[config.mk]
export PLATFORM = sky130hd
export DESIGN_NAME = sspt_cfg
export DESIGN_NICKNAME = d
export VERILOG_FILES = /design/src/sspt_pkg.sv /design/src/sspt_cfg.sv
export SDC_FILE = /design/constraint.sdc
export NUM_CORES = 1
export LEC_CHECK = 0
export BUFFER_PORTS_ARGS = -buffer_cell sky130_fd_sc_hd__buf_2
export CAP_MARGIN = 20
export CELL_PAD_IN_SITES_DETAIL_PLACEMENT = 2
export CELL_PAD_IN_SITES_GLOBAL_PLACEMENT = 2
export CORE_UTILIZATION = 41
export CTS_CLUSTER_DIAMETER = 100
export DETAILED_ROUTE_END_ITERATION = 8
export PLACE_DENSITY_LB_ADDON = 0.15
export SLEW_MARGIN = 20
export SYNTH_ARGS = -nofsm -noshare
export SYNTH_HDL_FRONTEND = slang
export SYNTH_SLANG_ARGS = --single-unit
[constraint.sdc]
create_clock -name clk_i -period 7.4 [get_ports clk_i]
set_clock_uncertainty 0.1 [all_clocks]
set_input_delay 0.74 -clock clk_i [delete_from_list [all_inputs] [get_ports clk_i]]
set_output_delay 0.74 -clock clk_i [all_outputs]
set_load 0.02 [all_outputs]
[src/sspt_pkg.sv]
// shared constants and types for the screen segment pick test
// no dependencies; used by sspt_cfg and screen_segment_pick_test
package sspt_pkg;

  // default coordinate width of the input fields (signed, fixed point)
  localparam int COORD_WIDTH = 32;

  // configuration register width and register file layout
  localparam int CFG_WIDTH = 16;
  localparam int CFG_IDX_W = 1;
  localparam int CFG_SQ_W  = 2 * CFG_WIDTH;

  localparam logic [CFG_IDX_W-1:0] REG_HIT_TOL = CFG_IDX_W'(0);
  localparam logic [CFG_IDX_W-1:0] REG_MIN_LEN = CFG_IDX_W'(1);

  localparam logic [CFG_WIDTH-1:0] HIT_TOL_RESET = CFG_WIDTH'(524);
  localparam logic [CFG_WIDTH-1:0] MIN_LEN_RESET = CFG_WIDTH'(7);

  // squared thresholds handed from the register file to the datapath
  typedef struct packed {
    logic [CFG_SQ_W-1:0] tol2;
    logic [CFG_SQ_W-1:0] min2;
  } cfg_sq_t;

endpackage

[src/sspt_cfg.sv]
// configuration registers of the pick test, with registered squares
// depends on sspt_pkg
module sspt_cfg (
  input  logic                             clk_i,
  input  logic                             rst_ni,
  input  logic                             cfg_we_i,
  input  logic [sspt_pkg::CFG_IDX_W-1:0]   cfg_idx_i,
  input  logic [sspt_pkg::CFG_WIDTH-1:0]   cfg_data_i,
  output sspt_pkg::cfg_sq_t                cfg_sq_o
);

  logic [sspt_pkg::CFG_WIDTH-1:0] tol_q, tol_d;
  logic [sspt_pkg::CFG_WIDTH-1:0] minlen_q, minlen_d;
  logic [sspt_pkg::CFG_SQ_W-1:0]  tol2_q, min2_q;

  always_comb begin
    tol_d    = tol_q;
    minlen_d = minlen_q;
    if (cfg_we_i) begin
      unique case (cfg_idx_i)
        sspt_pkg::REG_HIT_TOL: tol_d    = cfg_data_i;
        sspt_pkg::REG_MIN_LEN: minlen_d = cfg_data_i;
      endcase
    end
  end

  always_ff @(posedge clk_i or negedge rst_ni) begin
    if (!rst_ni) begin
      tol_q    <= sspt_pkg::HIT_TOL_RESET;
      minlen_q <= sspt_pkg::MIN_LEN_RESET;
    end else begin
      tol_q    <= tol_d;
      minlen_q <= minlen_d;
    end
  end

  // squares are registered from the registers and follow them in the cycle after
  always_ff @(posedge clk_i) begin
    tol2_q <= sspt_pkg::CFG_SQ_W'(tol_q) * sspt_pkg::CFG_SQ_W'(tol_q);
    min2_q <= sspt_pkg::CFG_SQ_W'(minlen_q) * sspt_pkg::CFG_SQ_W'(minlen_q);
  end

  assign cfg_sq_o.tol2 = tol2_q;
  assign cfg_sq_o.min2 = min2_q;

endmodule

==> results.json <==
{
  "cp-startpoint": "tol_q[6]",
  "hold_violations": 0,
  "core_area_um2": 41100,
  "placed_cells": 2451,
  "grt_max_degree": 33,
  "reg2reg_from": "tol_q[6]",
  "ant_nets": 0,
  "r2r_cells": 19,
  "antenna_found_initial": 2,
  "fin_cells": 2467,
  "area_growth_pct": 7.49,
  "rr_endpoint": "tol2_q[24]",
  "cts_buffer_depth": 2,
  "drive_gt1_frac": 0.0879,
  "die_area_um2": 42800,
  "drt_iter0_drc": 428,
  "numCtsBuffers": 9,
  "h-tree-depth": 3,
  "timing.critical_path.to": "tol2_q[24]",
  "synth_edf_count": 0,
  "cp.depth": 19,
  "grt.overflow.total": 0,
  "final_max_slew_viol_count": 0,
  "wl_per_cell_um": 18.8,
  "rrSetupSlack_ps": 590,
  "grt_setup_unrepaired": "no",
  "cpPeakStageDelay_ps": 770,
  "crit_required_ps": 7640,
  "vias_per_cell": 5.07,
  "gp_routability_congestion": 0.853,
  "ioPinCount": 84,
  "post_cts_buffers": 0,
  "setup_viol": 0,
  "start_kind": "register",
  "dr.pass1.iters": 8,
  "path_cells": "nand2_1 > fa_1 > fa_1 > inv_1 > fa_1 > fa_1 > fa_1 > inv_1 > fa_1 > inv_1 > ha_1 > a21o_1 > a211o_1 > or4_1 > a21oi_1 > nor3_1 > o31a_1 > a21oi_1 > xnor2_1",
  "first_global_vias": 14900,
  "cts_tree": "yes",
  "cts_resized": 0,
  "crit_arrival_ps": 7050,
  "min_period_over_period": 0.920,
  "syn_inst": 1877,
  "worst-path-max-fanout": 17,
  "insertion_delay_ps": 400,
  "clk_pin_slew_ps": 80,
  "netlist_area_um2": 17200,
  "dieWidth_um": 207,
  "ctsHoldBuffers": 0,
  "portBuffers": 81,
  "cp_top_family": "adder cells",
  "critical_path_class": "reg -> reg",
  "diodes": 0,
  "period_minus_slack_ps": 6810,
  "synth_flop_cell": "dfxtp_1",
  "cp_slowest_cell": "dfrtp_1",
  "slew-limit-headroom": 0.423,
  "synth_warnings": 0,
  "critPathCaptureType": "register",
  "rows": 74,
  "crit_top_cell": "fa_1",
  "num-nets-final": 2475,
  "fin_setup_tns_ps": 0,
  "status": "completed",
  "hpwlAfterDp_um": 39900,
  "async_flop_share": 0.340,
  "path_buf_inv": 3,
  "numClockSinks": 94,
  "synth.avg_cell_area_um2": 9.17,
  "grt_use_total": 0.238,
  "cts-root-buf": "clkbuf_16",
  "tightest_slew_ps": 864,
  "grt_pass1_wl_um": 77100,
  "die_h_um": 207,
  "synth_cell_types": 63,
  "start_util": 0.419,
  "ys_seq_area_frac": 0.119,
  "hold_path.class": "in -> async",
  "drc_errors": 0,
  "max_cap_viol_count": 0,
  "clock.fmax_mhz": 147,
  "via_count": 12500,
  "drt-total-wl_um": 46400,
  "synth-seq-cells": 94
}
per-layer routing:
layer | GRT usage | share of wire
met5 | 0 | 0.00047
met1 | 0.296 | 0.43
met3 | 0.0248 | 0.028
met4 | 0.0738 | 0.020
met2 | 0.429 | 0.52
final cells by class:
type	count	area (um2)
inverter	517	1940
fill	4600	22600
timing repair buffer	105	586
multi-input combinational	1203	13000
sequential	94	2050
tap	532	666
clock inverter	5	32.5
clock buffer	11	254
flip-flops by register name, indices dropped and copies added, names as in the netlist:
| signal | flops |
|---|---|
| tol2_q | 31 |
| min2_q | 31 |
| tol_q | 16 |
| minlen_q | 16 |
stage by stage:
stage	hold slack [ps]	util	setup WS [ps]	instance area, um2
global route	359	0.450	292	18500
finish	315	0.450	589	18500
CTS	317	0.450	597	18500
floorplan	272	-	1030	17200
detailed placement	434	0.443	624	18200
global placement	420	0.443	770	18200
synth_stat cells, drive strengths merged, types with 2 or more instances:
master,number,share of area
o21bai,3,0.0013
dfrtp,26,0.038
nand3b,2,0.00087
a211o,3,0.0015
o21a,3,0.0013
ha,201,0.15
nor3,9,0.0026
a21o,37,0.016
or4,3,0.0013
a21oi,59,0.017
or2,5,0.0018
nor2,63,0.014
xor2,32,0.016
nand2,184,0.040
o21ai,41,0.012
dfxtp,62,0.072
xnor2,39,0.020
o211ai,6,0.0029
mux2,25,0.016
a31oi,5,0.0018
a311oi,2,0.0010
clkbuf,61,0.013
fa,324,0.38
and4,3,0.0016
and3,7,0.0026
a21boi,4,0.0017
inv,517,0.11
buf,3,0.0015
dfstp,6,0.0092
nand2b,7,0.0025
nor2b,13,0.0047
or3,2,0.00073
and2,69,0.025
a31o,4,0.0020
nand3,13,0.0038
a211oi,6,0.0026
nand4,10,0.0036
a221oi,2,0.0014
worst register-to-register path, cell delays in order, from the launching register on:
cell and delay (ps):
dfrtp_1 770, nand2_1 180, fa_1 580, fa_1 510
inv_1 60, fa_1 500, fa_1 500, fa_1 500
inv_1 50, fa_1 490, inv_1 40, ha_1 350
a21o_1 190, a211o_1 340, or4_1 490, a21oi_1 280
nor3_1 160, o31a_1 310, a21oi_1 210, xnor2_1 130
worst min path at each step:
stage                      endpoint         from  cells past startpoint  slack, ps
after global routing      tol_q[12]       rst_ni                      1        360
after CTS                 tol_q[13]       rst_ni                      1        320
after detailed placement  min2_q[0]  minlen_q[0]                      0        430
after global placement    min2_q[0]  minlen_q[0]                      0        420
final                     tol_q[13]       rst_ni                      1        320
after floorplan           tol2_q[0]     tol_q[0]                      0        270
kinds of logic after synthesis:
group	after synthesis	share of synthesized area
other cells	1	0.000218
xor+xnor	71	0.0361
flops	94	0.119
compound gates	188	0.0712
fa+ha+maj	525	0.523
buf+inv	581	0.128
mux	25	0.0164
simple gates	392	0.106
cell usage in the layout (no fill, tap or decap), types with 6 or more instances in the layout:
cell type / n
inv_1: 517
fa_1: 324
ha_1: 201
nand2_1: 184
buf_2: 81
and2_1: 68
nor2_1: 63
dfxtp_1: 62
a21oi_1: 58
xnor2_1: 39
a21o_1: 36
o21ai_0: 33
xor2_1: 32
dfrtp_1: 26
mux2_2: 25
buf_4: 24
nand3_1: 13
nor2b_1: 12
nand4_1: 10
clkbuf_16: 10
nor3_1: 9
o21ai_1: 8
nand2b_1: 7
a211oi_1: 6
and3_1: 6
dfstp_2: 6
Power is left out: the tool's default activity adds up to more than one toggle a clock period on the data nets, which glitch-free logic cannot reach.
